[config.mk]
export PLATFORM = sky130hd
export DESIGN_NAME = bounded_unsigned_number_parser_flat
export DESIGN_NICKNAME = d
export VERILOG_FILES = /design/src/rtl/core/bunp_pkg.sv /design/src/rtl/core/bunp_if.sv /design/src/rtl/core/bounded_unsigned_number_parser.sv /design/src/rtl/core/bunp_digit_unit.sv /design/src/rtl/core/bunp_parse_fsm.sv /design/src/flat_wrapper.sv
export SDC_FILE = /design/constraint.sdc
export NUM_CORES = 1
export LEC_CHECK = 0
export ABC_AREA = 1
export BUFFER_PORTS_ARGS = -buffer_cell sky130_fd_sc_hd__buf_2
export CORE_MARGIN = 3
export CORE_UTILIZATION = 64
export CTS_CLUSTER_SIZE = 28
export DETAILED_ROUTE_END_ITERATION = 6
export PLACE_DENSITY = 0.8
export SKIP_LAST_GASP = 1
export SYNTH_ARGS = -nofsm -noshare
export SYNTH_HDL_FRONTEND = slang
export SYNTH_HIERARCHICAL = 1
export SYNTH_SLANG_ARGS = --single-unit
[constraint.sdc]
create_clock -name i_clk -period 5.15 [get_ports i_clk]
set_clock_uncertainty 0.15 [all_clocks]
set_input_delay 0.2575 -clock i_clk [delete_from_list [all_inputs] [get_ports i_clk]]
set_output_delay 0.2575 -clock i_clk [all_outputs]
set_load 0.01 [all_outputs]
[src/rtl/core/bunp_pkg.sv]
`timescale 1ns / 1ps
// ----------------------------------------------------------------------------
// bunp_pkg
// Shared types, codes, character constants and the digit decode function
// for the bounded unsigned number parser.
// ----------------------------------------------------------------------------
package bunp_pkg;

    localparam int DEF_VALUE_WIDTH       = 64;
    localparam int DEF_MAX_STRING_LENGTH = 65535;
    localparam int BYTE_W                = 8;
    localparam int STOP_W                = 16;
    localparam int DIGIT_W               = 5;

    // base_select codes that are honored
    localparam logic [BYTE_W-1:0] SEL_OCT = 8'd8;
    localparam logic [BYTE_W-1:0] SEL_DEC = 8'd10;
    localparam logic [BYTE_W-1:0] SEL_HEX = 8'd16;

    // characters
    localparam logic [BYTE_W-1:0] CH_SPACE = 8'h20;
    localparam logic [BYTE_W-1:0] CH_TAB   = 8'h09;
    localparam logic [BYTE_W-1:0] CH_PLUS  = 8'h2B;
    localparam logic [BYTE_W-1:0] CH_MINUS = 8'h2D;
    localparam logic [BYTE_W-1:0] CH_ZERO  = 8'h30;
    localparam logic [BYTE_W-1:0] CH_NINE  = 8'h39;
    localparam logic [BYTE_W-1:0] CH_X_LO  = 8'h78;
    localparam logic [BYTE_W-1:0] CH_X_UP  = 8'h58;
    localparam logic [BYTE_W-1:0] CH_A_LO  = 8'h61;
    localparam logic [BYTE_W-1:0] CH_F_LO  = 8'h66;
    localparam logic [BYTE_W-1:0] CH_A_UP  = 8'h41;
    localparam logic [BYTE_W-1:0] CH_F_UP  = 8'h46;

    localparam logic [DIGIT_W-1:0] DIGIT_NONE = 5'h1F;

    typedef enum logic [2:0] {
        PH_WS   = 3'd0,
        PH_SIGN = 3'd1,
        PH_ZERO = 3'd2,
        PH_DIG  = 3'd3,
        PH_DONE = 3'd4
    } t_phase;

    typedef enum logic [1:0] {
        AB_DEC = 2'd0,
        AB_OCT = 2'd1,
        AB_HEX = 2'd2
    } t_base;

    typedef struct packed {
        logic [BYTE_W-1:0] data_byte;
        logic              has_byte;
        logic              last_byte;
    } t_item;

    typedef struct packed {
        logic bad;
        logic ovf;
    } t_digit_status;

    typedef struct packed {
        logic              neg;
        logic              ovf;
        logic [STOP_W-1:0] stop;
    } t_result_flags;

    // value of a hex/dec digit character, DIGIT_NONE otherwise
    function automatic logic [DIGIT_W-1:0] digit_value(input logic [BYTE_W-1:0] c);
        logic [DIGIT_W-1:0] d;
        d = DIGIT_NONE;
        if (c >= CH_ZERO && c <= CH_NINE) begin
            d = DIGIT_W'(c - CH_ZERO);
        end else if (c >= CH_A_LO && c <= CH_F_LO) begin
            d = DIGIT_W'(c - CH_A_LO) + 5'd10;
        end else if (c >= CH_A_UP && c <= CH_F_UP) begin
            d = DIGIT_W'(c - CH_A_UP) + 5'd10;
        end
        return d;
    endfunction

    function automatic logic [DIGIT_W-1:0] base_radix(input t_base b);
        logic [DIGIT_W-1:0] r;
        case (b)
            AB_OCT:  r = 5'd8;
            AB_HEX:  r = 5'd16;
            default: r = 5'd10;
        endcase
        return r;
    endfunction

endpackage

[src/rtl/core/bunp_if.sv]
`timescale 1ns / 1ps
// ----------------------------------------------------------------------------
// bunp_in_if / bunp_out_if
// Valid/ready channels for string bytes in and parse results out.
// ----------------------------------------------------------------------------
interface bunp_in_if;
    logic                       valid;
    logic                       ready;
    logic [bunp_pkg::BYTE_W-1:0] data_byte;
    logic                       has_byte;
    logic                       last_byte;

    modport source (output valid, output data_byte, output has_byte, output last_byte,
                    input ready);
    modport sink   (input valid, input data_byte, input has_byte, input last_byte,
                    output ready);
endinterface

interface bunp_out_if #(
    parameter int VALUE_WIDTH = bunp_pkg::DEF_VALUE_WIDTH
);
    logic                        valid;
    logic                        ready;
    logic [VALUE_WIDTH-1:0]      parsed_value;
    logic [bunp_pkg::STOP_W-1:0] stop_offset;
    logic                        range_error;

    modport source (output valid, output parsed_value, output stop_offset,
                    output range_error, input ready);
    modport sink   (input valid, input parsed_value, input stop_offset,
                    input range_error, output ready);
endinterface

[src/rtl/core/bounded_unsigned_number_parser.sv]
`timescale 1ns / 1ps
// ----------------------------------------------------------------------------
// bounded_unsigned_number_parser
// Parses a length-bounded ASCII string, one byte per transfer, into an
// unsigned value with stop offset and range error.
// ----------------------------------------------------------------------------
// result: the result register loads as the last byte leaves the byte register
// throughput: one byte per cycle, set by the combinational digit step (one
//   shift/times-ten add and limit compare) between the byte register and the
//   parse state; a last byte waits while a result is still waiting
// reset: synchronous, active low; clears the parse state, both stage valids
//   and base_select (automatic base); no clearing pass
// ----------------------------------------------------------------------------
module bounded_unsigned_number_parser #(
    parameter int VALUE_WIDTH       = bunp_pkg::DEF_VALUE_WIDTH,
    parameter int MAX_STRING_LENGTH = bunp_pkg::DEF_MAX_STRING_LENGTH
) (
    input  logic                        i_clk,
    input  logic                        i_rst_n,
    input  logic                        i_cfg_we,
    input  logic [bunp_pkg::BYTE_W-1:0] i_cfg_wdata,
    bunp_in_if.sink                     i_in,
    bunp_out_if.source                  o_out
);

    // configuration
    logic [bunp_pkg::BYTE_W-1:0] r_base_select;

    // byte register
    logic                    r_in_valid;
    bunp_pkg::t_item         r_in;

    // result register, the sign is applied on the way out
    logic                    r_out_valid;
    logic [VALUE_WIDTH-1:0]  r_out_acc;
    bunp_pkg::t_result_flags r_out_flags;

    logic                    fire;
    logic [VALUE_WIDTH-1:0]  step_acc;
    bunp_pkg::t_result_flags step_flags;

    // only a string end needs room in the result register
    assign fire       = r_in_valid && (!r_in.last_byte || !r_out_valid || o_out.ready);
    assign i_in.ready = !r_in_valid || fire;

    always_ff @(posedge i_clk) begin
        if (!i_rst_n) begin
            r_base_select <= '0;
        end else if (i_cfg_we) begin
            r_base_select <= i_cfg_wdata;
        end
    end

    always_ff @(posedge i_clk) begin
        if (!i_rst_n) begin
            r_in_valid <= 1'b0;
        end else if (i_in.ready) begin
            r_in_valid <= i_in.valid;
        end
    end

    // payload loads on an input transfer only
    always_ff @(posedge i_clk) begin
        if (i_in.valid && i_in.ready) begin
            r_in.data_byte <= i_in.data_byte;
            r_in.has_byte  <= i_in.has_byte;
            r_in.last_byte <= i_in.last_byte;
        end
    end

    bunp_parse_fsm #(
        .VALUE_WIDTH       (VALUE_WIDTH),
        .MAX_STRING_LENGTH (MAX_STRING_LENGTH)
    ) u_fsm (
        .i_clk         (i_clk),
        .i_rst_n       (i_rst_n),
        .i_fire        (fire),
        .i_item        (r_in),
        .i_base_select (r_base_select),
        .o_acc         (step_acc),
        .o_flags       (step_flags)
    );

    always_ff @(posedge i_clk) begin
        if (!i_rst_n) begin
            r_out_valid <= 1'b0;
        end else if (fire && r_in.last_byte) begin
            r_out_valid <= 1'b1;
        end else if (o_out.ready) begin
            r_out_valid <= 1'b0;
        end
    end

    always_ff @(posedge i_clk) begin
        if (fire && r_in.last_byte) begin
            r_out_acc   <= step_acc;
            r_out_flags <= step_flags;
        end
    end

    // overflow saturates and is never negated; minus wraps modulo 2^width
    assign o_out.valid        = r_out_valid;
    assign o_out.parsed_value = r_out_flags.ovf ? {VALUE_WIDTH{1'b1}}
                              : (r_out_flags.neg ? (~r_out_acc + 1'b1) : r_out_acc);
    assign o_out.stop_offset  = r_out_flags.stop;
    assign o_out.range_error  = r_out_flags.ovf;

    // an empty byte register always takes a transfer
    a_free_stage_ready: assert property (@(posedge i_clk) disable iff (!i_rst_n)
        !r_in_valid |-> i_in.ready)
        else $error("byte register empty but input not ready");

    // a string end never overwrites a result that is still waiting
    a_no_result_overrun: assert property (@(posedge i_clk) disable iff (!i_rst_n)
        (r_in_valid && r_in.last_byte && r_out_valid && !o_out.ready) |-> !fire)
        else $error("string end advanced over a waiting result");

    // a waiting result survives a stalled cycle with its value
    a_result_kept: assert property (@(posedge i_clk) disable iff (!i_rst_n)
        (r_out_valid && !o_out.ready) |=> (r_out_valid && $stable(r_out_acc)
                                           && $stable(r_out_flags)))
        else $error("waiting result lost or changed");

    // range error always comes with a saturated value
    a_sat_on_error: assert property (@(posedge i_clk) disable iff (!i_rst_n)
        (o_out.valid && o_out.range_error) |-> (&o_out.parsed_value))
        else $error("range error without saturated value");

endmodule

[src/rtl/core/bunp_digit_unit.sv]
`timescale 1ns / 1ps
// ----------------------------------------------------------------------------
// bunp_digit_unit
// Decodes one digit in the base in effect, checks for overflow and forms
// the next accumulator value.
// ----------------------------------------------------------------------------
module bunp_digit_unit #(
    parameter int VALUE_WIDTH = bunp_pkg::DEF_VALUE_WIDTH
) (
    input  logic [VALUE_WIDTH-1:0]       i_acc,
    input  bunp_pkg::t_base              i_base,
    input  logic [bunp_pkg::BYTE_W-1:0]  i_char,
    output logic [VALUE_WIDTH-1:0]       o_acc_next,
    output bunp_pkg::t_digit_status      o_status
);

    localparam logic [VALUE_WIDTH-1:0] VMAX    = '1;
    localparam logic [VALUE_WIDTH-1:0] LIM_DEC = VALUE_WIDTH'(VMAX / 10);
    localparam logic [3:0]             REM_DEC = 4'(VMAX % 10);
    localparam logic [VALUE_WIDTH-1:0] LIM_OCT = VMAX >> 3;
    localparam logic [VALUE_WIDTH-1:0] LIM_HEX = VMAX >> 4;
    localparam logic [3:0]             REM_OCT = 4'd7;
    localparam logic [3:0]             REM_HEX = 4'd15;

    logic [bunp_pkg::DIGIT_W-1:0] dv;
    logic [3:0]                   d;
    logic [VALUE_WIDTH-1:0]       lim;
    logic [3:0]                   rem;
    logic [VALUE_WIDTH-1:0]       d_ext;

    assign dv    = bunp_pkg::digit_value(i_char);
    assign d     = dv[3:0];
    assign d_ext = VALUE_WIDTH'(d);

    always_comb begin
        case (i_base)
            bunp_pkg::AB_OCT: begin
                lim        = LIM_OCT;
                rem        = REM_OCT;
                o_acc_next = {i_acc[VALUE_WIDTH-4:0], 3'b000} + d_ext;
            end
            bunp_pkg::AB_HEX: begin
                lim        = LIM_HEX;
                rem        = REM_HEX;
                o_acc_next = {i_acc[VALUE_WIDTH-5:0], 4'b0000} + d_ext;
            end
            default: begin
                lim        = LIM_DEC;
                rem        = REM_DEC;
                // times ten as 8x + 2x
                o_acc_next = {i_acc[VALUE_WIDTH-4:0], 3'b000}
                           + {i_acc[VALUE_WIDTH-2:0], 1'b0} + d_ext;
            end
        endcase
    end

    assign o_status.bad = (dv >= bunp_pkg::base_radix(i_base));
    assign o_status.ovf = (i_acc > lim) || ((i_acc == lim) && (d > rem));

endmodule

[src/rtl/core/bunp_parse_fsm.sv]
`timescale 1ns / 1ps
// ----------------------------------------------------------------------------
// bunp_parse_fsm
// Per-string parse state: phase, position, sign, base, accumulator, stop
// and overflow; steps once per byte and clears after the last one.
// ----------------------------------------------------------------------------
module bunp_parse_fsm #(
    parameter int VALUE_WIDTH       = bunp_pkg::DEF_VALUE_WIDTH,
    parameter int MAX_STRING_LENGTH = bunp_pkg::DEF_MAX_STRING_LENGTH
) (
    input  logic                        i_clk,
    input  logic                        i_rst_n,
    input  logic                        i_fire,
    input  bunp_pkg::t_item             i_item,
    input  logic [bunp_pkg::BYTE_W-1:0] i_base_select,
    output logic [VALUE_WIDTH-1:0]      o_acc,
    output bunp_pkg::t_result_flags     o_flags
);

    localparam int               POS_W   = $clog2(MAX_STRING_LENGTH + 1);
    localparam logic [POS_W-1:0] MAX_POS = POS_W'(MAX_STRING_LENGTH);

    bunp_pkg::t_phase              r_phase, n_phase;
    bunp_pkg::t_base               r_base, n_base;
    logic [POS_W-1:0]              r_pos, n_pos;
    logic [VALUE_WIDTH-1:0]        r_acc, n_acc;
    logic                          r_neg, n_neg;
    logic [bunp_pkg::STOP_W-1:0]   r_fstop, n_fstop;
    logic                          r_ovf, n_ovf;

    logic [POS_W+bunp_pkg::STOP_W-1:0] pos_ext;
    logic [POS_W+bunp_pkg::STOP_W-1:0] npos_ext;
    logic [bunp_pkg::STOP_W-1:0]       pos16;
    logic [bunp_pkg::BYTE_W-1:0]       c;
    logic                              is_dec;
    logic                              first;
    logic                              take;
    bunp_pkg::t_base                   first_base;
    bunp_pkg::t_base                   zero_base;
    bunp_pkg::t_base                   take_base;
    logic [VALUE_WIDTH-1:0]            acc_next;
    bunp_pkg::t_digit_status           dstat;

    assign c        = i_item.data_byte;
    assign is_dec   = (c >= bunp_pkg::CH_ZERO) && (c <= bunp_pkg::CH_NINE);
    assign pos_ext  = {{bunp_pkg::STOP_W{1'b0}}, r_pos};
    assign npos_ext = {{bunp_pkg::STOP_W{1'b0}}, n_pos};
    assign pos16    = pos_ext[bunp_pkg::STOP_W-1:0];

    // base is sampled at the first character after blanks and sign
    always_comb begin
        if (i_base_select == bunp_pkg::SEL_HEX) begin
            first_base = bunp_pkg::AB_HEX;
        end else if (i_base_select == bunp_pkg::SEL_OCT) begin
            first_base = bunp_pkg::AB_OCT;
        end else begin
            first_base = bunp_pkg::AB_DEC;
        end
    end

    // leading zero in auto mode turns decimal into octal
    assign zero_base = (r_base == bunp_pkg::AB_DEC) ? bunp_pkg::AB_OCT : r_base;

    always_comb begin
        case (r_phase)
            bunp_pkg::PH_WS, bunp_pkg::PH_SIGN: take_base = first_base;
            bunp_pkg::PH_ZERO:                  take_base = zero_base;
            default:                            take_base = r_base;
        endcase
    end

    bunp_digit_unit #(
        .VALUE_WIDTH (VALUE_WIDTH)
    ) u_digit (
        .i_acc      (r_acc),
        .i_base     (take_base),
        .i_char     (c),
        .o_acc_next (acc_next),
        .o_status   (dstat)
    );

    always_comb begin
        n_phase = r_phase;
        n_base  = r_base;
        n_pos   = r_pos;
        n_acc   = r_acc;
        n_neg   = r_neg;
        n_fstop = r_fstop;
        n_ovf   = r_ovf;
        first   = 1'b0;
        take    = 1'b0;

        if (i_item.has_byte) begin
            case (r_phase)
                bunp_pkg::PH_WS: begin
                    if (c == bunp_pkg::CH_SPACE || c == bunp_pkg::CH_TAB) begin
                        n_phase = bunp_pkg::PH_WS;
                    end else if (c == bunp_pkg::CH_MINUS || c == bunp_pkg::CH_PLUS) begin
                        n_neg   = (c == bunp_pkg::CH_MINUS);
                        n_fstop = pos16;
                        n_phase = bunp_pkg::PH_SIGN;
                    end else begin
                        first = 1'b1;
                    end
                end
                bunp_pkg::PH_SIGN: begin
                    first = 1'b1;
                end
                bunp_pkg::PH_ZERO: begin
                    n_phase = bunp_pkg::PH_DIG;
                    if (c == bunp_pkg::CH_X_LO || c == bunp_pkg::CH_X_UP) begin
                        n_base = bunp_pkg::AB_HEX;
                    end else begin
                        n_base = zero_base;
                        take   = 1'b1;
                    end
                end
                bunp_pkg::PH_DIG: begin
                    take = 1'b1;
                end
                default: begin
                    n_phase = r_phase;
                end
            endcase

            if (first) begin
                n_base = first_base;
                if (i_base_select == bunp_pkg::SEL_HEX) begin
                    // optional 0x prefix in hex mode
                    n_phase = (c == bunp_pkg::CH_ZERO) ? bunp_pkg::PH_ZERO : bunp_pkg::PH_DIG;
                    take    = (c != bunp_pkg::CH_ZERO);
                end else if (!is_dec) begin
                    n_fstop = pos16;
                    n_phase = bunp_pkg::PH_DONE;
                end else if (i_base_select != bunp_pkg::SEL_OCT &&
                             i_base_select != bunp_pkg::SEL_DEC &&
                             c == bunp_pkg::CH_ZERO) begin
                    n_phase = bunp_pkg::PH_ZERO;
                end else begin
                    n_phase = bunp_pkg::PH_DIG;
                    take    = 1'b1;
                end
            end

            if (take) begin
                if (dstat.bad) begin
                    n_fstop = pos16;
                    n_phase = bunp_pkg::PH_DONE;
                end else if (dstat.ovf) begin
                    n_ovf   = 1'b1;
                    n_fstop = pos16;
                    n_phase = bunp_pkg::PH_DONE;
                end else begin
                    n_acc = acc_next;
                end
            end

            n_pos = (r_pos == MAX_POS) ? r_pos : r_pos + 1'b1;
        end
    end

    // result of this step, used when the item ends the string
    assign o_acc       = n_acc;
    assign o_flags.neg = n_neg;
    assign o_flags.ovf = n_ovf;
    assign o_flags.stop = (n_phase == bunp_pkg::PH_WS || n_phase == bunp_pkg::PH_ZERO ||
                           n_phase == bunp_pkg::PH_DIG)
                        ? npos_ext[bunp_pkg::STOP_W-1:0] : n_fstop;

    always_ff @(posedge i_clk) begin
        if (!i_rst_n || (i_fire && i_item.last_byte)) begin
            r_phase <= bunp_pkg::PH_WS;
            r_base  <= bunp_pkg::AB_DEC;
            r_pos   <= '0;
            r_acc   <= '0;
            r_neg   <= 1'b0;
            r_fstop <= '0;
            r_ovf   <= 1'b0;
        end else if (i_fire) begin
            r_phase <= n_phase;
            r_base  <= n_base;
            r_pos   <= n_pos;
            r_acc   <= n_acc;
            r_neg   <= n_neg;
            r_fstop <= n_fstop;
            r_ovf   <= n_ovf;
        end
    end

endmodule
[src/flat_wrapper.sv]
// flat-port wrapper written by rule: the top's interface ports become plain ports
module bounded_unsigned_number_parser_flat 
#(
    parameter int VALUE_WIDTH       = bunp_pkg::DEF_VALUE_WIDTH,
    parameter int MAX_STRING_LENGTH = bunp_pkg::DEF_MAX_STRING_LENGTH
)
  (i_clk, i_rst_n, i_cfg_we, i_cfg_wdata, i_in_valid, i_in_data_byte, i_in_has_byte, i_in_last_byte, i_in_ready, o_out_valid, o_out_parsed_value, o_out_stop_offset, o_out_range_error, o_out_ready);
  bunp_in_if i_in_i ();
  bunp_out_if #(.VALUE_WIDTH(VALUE_WIDTH)) o_out_i ();
  input  logic i_clk;
  input  logic i_rst_n;
  input  logic i_cfg_we;
  input  logic [bunp_pkg::BYTE_W-1:0] i_cfg_wdata;
  input wire logic [$bits(i_in_i.valid)-1:0] i_in_valid;
  input wire logic [$bits(i_in_i.data_byte)-1:0] i_in_data_byte;
  input wire logic [$bits(i_in_i.has_byte)-1:0] i_in_has_byte;
  input wire logic [$bits(i_in_i.last_byte)-1:0] i_in_last_byte;
  output wire logic [$bits(i_in_i.ready)-1:0] i_in_ready;
  output wire logic [$bits(o_out_i.valid)-1:0] o_out_valid;
  output wire logic [$bits(o_out_i.parsed_value)-1:0] o_out_parsed_value;
  output wire logic [$bits(o_out_i.stop_offset)-1:0] o_out_stop_offset;
  output wire logic [$bits(o_out_i.range_error)-1:0] o_out_range_error;
  input wire logic [$bits(o_out_i.ready)-1:0] o_out_ready;
  assign i_in_i.valid = i_in_valid;
  assign i_in_i.data_byte = i_in_data_byte;
  assign i_in_i.has_byte = i_in_has_byte;
  assign i_in_i.last_byte = i_in_last_byte;
  assign i_in_ready = i_in_i.ready;
  assign o_out_valid = o_out_i.valid;
  assign o_out_parsed_value = o_out_i.parsed_value;
  assign o_out_stop_offset = o_out_i.stop_offset;
  assign o_out_range_error = o_out_i.range_error;
  assign o_out_i.ready = o_out_ready;
  bounded_unsigned_number_parser #(.VALUE_WIDTH(VALUE_WIDTH), .MAX_STRING_LENGTH(MAX_STRING_LENGTH)) u_core (.i_clk(i_clk), .i_rst_n(i_rst_n), .i_cfg_we(i_cfg_we), .i_cfg_wdata(i_cfg_wdata), .i_in(i_in_i), .o_out(o_out_i));
endmodule
==> results.json, run 1 <==
{
  "cts_sinks": 205,
  "cts_tree": "done",
  "finalHoldViolCount": 0,
  "gr-usage-met3": 0.0919,
  "slew_violations": 0,
  "rsz0062_at_grt": "no",
  "die_w_um": 196,
  "rows": 68,
  "drt_iter0_drc": 3683,
  "dp_hpwl_um": 62000,
  "max_stage_delay_ps": 530,
  "cts_max_level": 1,
  "path_clk_slew_ps": 70,
  "critPathCaptureType": "flip-flop",
  "synth_area_per_cell_um2": 5.76,
  "grt_pass1_vias": 23304,
  "grt_usage": 0.416,
  "power_density_mw_per_mm2": 204,
  "min_to": "u_core/r_in[1]",
  "p_sw_mw": 1.79,
  "start_util": 0.658,
  "critical_path.top_delay_family": "simple AND/OR/NAND/NOR gates",
  "timing.slew.headroom": 0.330,
  "antenna_found_initial": 1,
  "clk_latency_ps": 530,
  "worstMarginPinSlew_ps": 1000,
  "status": "finished with violations",
  "fmaxAchievable_ghz": 0.202,
  "io_pins": 106,
  "ant_nets": 0,
  "cpMostUsedCell": "inv_1",
  "syn_nets": 4198,
  "syn_area_mm2": 0.0231,
  "synth_cells": 4005,
  "p_int_mw": 3.32,
  "globalplace.congestion": 1.05,
  "via_per_inst": 5.81,
  "cp_max_fo": 8,
  "core_mm2": 0.0351,
  "p_clk_frac": 0.354,
  "pwr-share-comb": 0.266,
  "r2r_start": "u_core/r_in[2]",
  "clockRootBuffer": "clkbuf_16",
  "cp_slowest_cell": "edfxtp_1",
  "finalCritPeriodShare": 0.963,
  "drc": 15,
  "r2r_cells": 25,
  "clk_path_buf_depth": 3,
  "nets": 4268,
  "required_ps": 5470,
  "gr-total-overflow": 0,
  "first_pass_iters": 7,
  "io_buffers": 105,
  "ys_seq_area_frac": 0.218,
  "vdd_drop_max_uv": 320,
  "rr_endpoint": "u_core/u_fsm/r_acc[30]",
  "numCtsBuffers": 22,
  "power_mw": 5.10,
  "grt_start_max_net_pins": 129,
  "final.setup.tns_ps": 0,
  "p_leak_nw": 13.0,
  "fin_hold_ws_ps": 295,
  "globalRoute.busiestLayer": "met2",
  "whs_path_depth": 2,
  "grt_pass1_wl_um": 128000,
  "cp_data_arrival_time_ps": 5280,
  "die_height_um": 196,
  "antennaDiodeCount": 0,
  "drive_gt1_frac": 0.0804,
  "dieArea_mm2": 0.0384,
  "finalWirelength_um": 82800,
  "fin_crit_ps": 4960,
  "r2r_slack_ps": 190,
  "seqPwrFrac": 0.379,
  "vias": 26407,
  "failed_checks": "design-rule violations",
  "area_growth_pct": 8.20,
  "synth_cell_type_count": 51,
  "holdCritStartpoint": "i_in_has_byte",
  "path_class": "reg -> reg",
  "setup_viol": 0,
  "use_met1": 0.590,
  "ys_warn_count": 6,
  "switching_share": 0.350,
  "path_buf_inv": 6,
  "maxCapViolations": 0,
  "hp-class": "in -> reg",
  "start_kind": "flip-flop",
  "routedWlPerCell_um": 18.2,
  "use_met2": 0.620,
  "synth_seq_cells": 205
}
[sequential cells by signal, indices dropped and copies added (netlist names)]
signal,cells
u_core/u_fsm/pos16,16
u_core/u_fsm/r_phase,3
u_core/u_fsm/r_acc,64
u_core/u_fsm/r_fstop,16
u_core/u_fsm/r_base,2
u_core/u_fsm/r_ovf,1
u_core/r_out_flags,1
u_core/r_base_select,8
u_core/o_out.valid,1
u_core/o_out.range_error,1
u_core/r_out_acc,64
u_core/r_in,10
u_core/u_fsm/r_neg,1
u_core/r_in_valid,1
u_core/o_out.stop_offset,16
[per-layer routing]
| layer | vias to the layer above | part of all wire |
|---|---|---|
| met2 | 1700 | 0.41 |
| li1 | 12779 | - |
| met3 | 263 | 0.13 |
| met5 | - | 0.00013 |
| met1 | 11663 | 0.41 |
| met4 | 2 | 0.047 |
[synthesized netlist by cell type (all sizes together)]
library cell  count  area share
a21boi            2     0.00065
a21o              7      0.0023
a21oi           147       0.032
a22o              1     0.00038
a22oi             4      0.0013
a31o              1     0.00038
a31oi             4      0.0011
and2              6      0.0016
buf              65       0.018
clkbuf           51      0.0083
clkinv            4     0.00070
dfxtp           113       0.098
edfxtp           92        0.12
fa                2      0.0017
ha              168       0.091
inv             690        0.11
mux2              2     0.00098
nand2          1270        0.21
nand3           320       0.071
nand3b           17      0.0055
nand4            60       0.017
nor2            556       0.096
nor2b             2     0.00054
nor3             51       0.012
nor3b             2     0.00065
nor4              5      0.0014
o211ai            3     0.00098
o21ai           307       0.076
o21bai           13      0.0042
o22ai             9      0.0024
or2               7      0.0019
xnor2             2     0.00076
xor2             22      0.0083
[worst max-delay path by stage]
stage                                  from                           end  slack, ps  depth (start not counted)
detailed placement  u_core/r_base_select[2]  u_core/o_out.stop_offset[13]        290                         25
global placement    u_core/r_base_select[2]   u_core/o_out.stop_offset[4]        400                         25
CTS                 u_core/r_base_select[2]  u_core/o_out.stop_offset[13]        240                         25
finish                       u_core/r_in[2]        u_core/u_fsm/r_acc[30]        190                         25
global route                 u_core/r_in[2]        u_core/u_fsm/r_acc[44]         30                         28
floorplan           u_core/r_base_select[2]  u_core/o_out.stop_offset[12]        850                         25
[power by group through the flow]
stage | logic, mW | clock network (mW) | registers [mW]
2_1_floorplan | 0.928 | 0 | 1.90
3_3_place_gp | 1.25 | 0 | 1.96
3_5_place_dp | 1.27 | 0 | 1.96
4_1_cts | 1.30 | 1.80 | 1.93
5_1_grt | 1.50 | 1.86 | 1.94
6_report | 1.36 | 1.81 | 1.94
[area by class of cell]
class,instances,area [µm²]
timing repair buffer,162,1060
clock buffer,31,657
fill,3180,10100
multi-input combinational,2990,14900
clock inverter,9,159
tap,455,569
inverter,694,2610
sequential,205,5020
[per-stage QoR]
| step | setup WS (ps) | utilization | cells | instance area, µm² |
|---|---|---|---|---|
| 6_report | 189 | 0.712 | 4546 | 25000 |
| 5_1_grt | 34.1 | 0.712 | 4546 | 25000 |
| 4_1_cts | 240 | 0.711 | 4545 | 24900 |
| 3_5_place_dp | 292 | 0.679 | 4475 | 23800 |
| 3_3_place_gp | 395 | 0.679 | 4475 | 23800 |
| 2_1_floorplan | 851 | - | 4005 | 23100 |
[repair_timing]
item | 4_1_cts | 5_1_grt
resized for setup | 0 | 4
hold endpoints to repair | 20 | 0
hold buffers | 30 | 0
setup buffers | 0 | 1
setup endpoints to repair | 0 | 159
[placed cells by master (no fill, tap or decap), drive strengths merged, types with 5 or more instances in the layout]
cell type,synthesis,layout
o22ai,9,9
o21bai,13,13
nand3b,17,17
ha,168,168
nor4,5,5
o21ai,307,307
a21oi,147,147
xor2,22,22
dlygate4sd3,0,30
and2,6,6
nor3,51,51
nand2,1270,1270
buf,65,131
or2,7,7
edfxtp,92,92
inv,690,692
clkinv,4,6
nor2,556,556
a21o,7,7
clkbuf,51,32
dfxtp,113,113
nand3,320,320
nand4,60,60
[cells by family after synthesis]
logic type / after synthesis / share of synthesized area
and+or+nand+nor: 2296 / 0.418
buffers and inverters: 810 / 0.140
AOI/OAI and AO/OA: 498 / 0.122
DFF: 205 / 0.218
adders and majority gates: 170 / 0.0928
xor gates and xnor gates: 24 / 0.00911
muxes: 2 / 0.000976
Note: power is estimated with default switching activity, not from simulation.
==> run 2: changes to the inputs <==
--- a/config.mk
+++ b/config.mk
@@ -11,7 +11,7 @@
 export CORE_UTILIZATION = 64
 export CTS_CLUSTER_SIZE = 28
 export DETAILED_ROUTE_END_ITERATION = 6
-export PLACE_DENSITY = 0.8
+export PLACE_DENSITY = 0.83
 export SKIP_LAST_GASP = 1
 export SYNTH_ARGS = -nofsm -noshare
 export SYNTH_HDL_FRONTEND = slang
==> results.json, run 2 (same netlist as run 1, synthesis figures left out) <==
{
  "ff_latch_area_mm2": 0.00502,
  "antennaDiodeCount": 0,
  "cts_max_level": 1,
  "stdcell_area_mm2": 0.0248,
  "critPathCaptureType": "flip-flop",
  "first_pass_iters": 6,
  "fmaxAchievable_ghz": 0.194,
  "vdd_drop_max_uv": 304,
  "die_height_um": 196,
  "start_kind": "flip-flop",
  "setup_viol": 0,
  "grt_pass1_vias": 23188,
  "cts_tree": "done",
  "max_stage_delay_ps": 400,
  "power_density_mw_per_mm2": 196,
  "io_pins": 106,
  "power_mw": 4.85,
  "dpl-instance-area_mm2": 0.0238,
  "dp_hpwl_um": 60700,
  "required_ps": 5390,
  "cp_slowest_cell": "nor3b_2",
  "r2r_slack_ps": 1,
  "p_leak_nw": 12.8,
  "area_growth_pct": 7.42,
  "drive_gt1_frac": 0.0776,
  "cp_data_arrival_time_ps": 5380,
  "status": "completed",
  "finalCritPeriodShare": 1.00,
  "p_sw_mw": 1.74,
  "multi_input_area_mm2": 0.0149,
  "drt_iter0_drc": 3596,
  "core_mm2": 0.0351,
  "start_util": 0.658,
  "largestRegisters": "u_core/r_out_acc x64, u_core/u_fsm/r_acc x64",
  "utilization": 0.707,
  "timing.slew.headroom": 0.255,
  "antenna_found_initial": 0,
  "grt_start_max_net_pins": 129,
  "switching_share": 0.358,
  "cts_sinks": 205,
  "clk_path_buf_depth": 3,
  "fin_hold_ws_ps": 297,
  "layout_commonest_cell": "nand2_1",
  "path_clk_slew_ps": 60,
  "rr_endpoint": "u_core/o_out.stop_offset[15]",
  "dieArea_mm2": 0.0384,
  "nets": 4263,
  "cp_max_fo": 37,
  "io_buffers": 105,
  "p_int_mw": 3.11,
  "ant_nets": 0,
  "finalWirelength_um": 81000,
  "fin_crit_ps": 5150,
  "grt_pass1_wl_um": 125000,
  "r2r_start": "u_core/r_base_select[4]",
  "endpoint": "u_core/o_out.stop_offset[15]",
  "globalplace.congestion": 1.07,
  "drc": 0,
  "seqPwrFrac": 0.401,
  "fillers": 3227,
  "r2r_cells": 25,
  "maxCapViolations": 0,
  "pwr-share-comb": 0.275,
  "worstMarginPinSlew_ps": 1120,
  "grt_usage": 0.406,
  "slew_violations": 0,
  "p_clk_frac": 0.324,
  "rows": 68,
  "routedWlPerCell_um": 17.9,
  "final_cell_mix": "nand2_1 (1,244), inv_1 (670), nor2_1 (523), nand3_1 (314), ha_1 (167)",
  "hp-class": "in -> reg",
  "via_per_inst": 5.80,
  "numCtsBuffers": 21,
  "vias": 26326,
  "gr-total-overflow": 0,
  "startpoint": "u_core/r_base_select[4]",
  "finalHoldViolCount": 0,
  "clockRootBuffer": "clkbuf_16",
  "cpMostUsedCell": "nand2_1",
  "path_class": "reg -> reg",
  "clk_latency_ps": 530,
  "die_w_um": 196
}
run 2: cell count changes in the layout (fill, tap and decap cells not counted), sizes merged:
cell	before	now
clkbuf	32	28
inv	692	691
buf	131	128
bufinv	4	3
clkinv	6	10
clkinvlp	1	0
run 2: power by group through the flow:
stage / clock network, mW / registers, mW / logic, mW
after floorplan: 0 / 1.90 / 0.928
after global placement: 0 / 1.97 / 1.23
after detailed placement: 0 / 1.97 / 1.26
after CTS: 1.57 / 1.94 / 1.29
after global routing: 1.64 / 1.95 / 1.47
final: 1.57 / 1.95 / 1.34
run 2: routing by layer:
metal	wire (µm)	track usage
met2	33300	0.598
met3	10400	0.0866
met1	33000	0.574
met4	4320	0.173
met5	0	0
run 2: metrics by stage:
| step | cells | setup WS [ps] | TNS, ps |
|---|---|---|---|
| after floorplan | 4005 | 851 | 0 |
| after detailed placement | 4469 | 400 | 0 |
| after global routing | 4540 | -155 | -2060 |
| final | 4540 | 1.28 | 0 |
| after global placement | 4469 | 521 | 0 |
| after CTS | 4537 | 282 | 0 |
run 2: worst min-delay path by stage:
stage                                 start            endpoint  slack [ps]  cells after the start
after CTS                 i_in_data_byte[6]      u_core/r_in[8]         280                      2
after floorplan                     i_rst_n  u_core/o_out.valid         210                      2
after detailed placement  i_in_data_byte[1]      u_core/r_in[3]         290                      1
after global placement        i_in_has_byte      u_core/r_in[1]         280                      1
final                     i_in_data_byte[6]      u_core/r_in[8]         300                      2
after global routing      i_in_data_byte[6]      u_core/r_in[8]         290                      2
run 2: critical path: cells and delay by family, from the launching register on:
family / cells / cell delay [ps]
AO/OA/AOI/OAI: 1 / 250
adder cells (fa/ha/maj): 2 / 730
buffers and inverters: 4 / 400
flip-flops: 1 / 360
AND/OR/NAND/NOR: 18 / 3090
run 2: layout make-up:
cell class                 count  area share
multi-input combinational   2990       0.601
inverter                     694       0.105
clock buffer                  28      0.0223
clock inverter                10     0.00515
timing repair buffer         158      0.0408
sequential                   205       0.203
tap                          455      0.0230
run 2: what timing repair did:
action	4_1_cts	5_1_grt
hold buffers	30	0
setup buffers	0	3
endpoints found under the hold margin	20	0
resized for setup	0	5
setup endpoints to repair	0	88
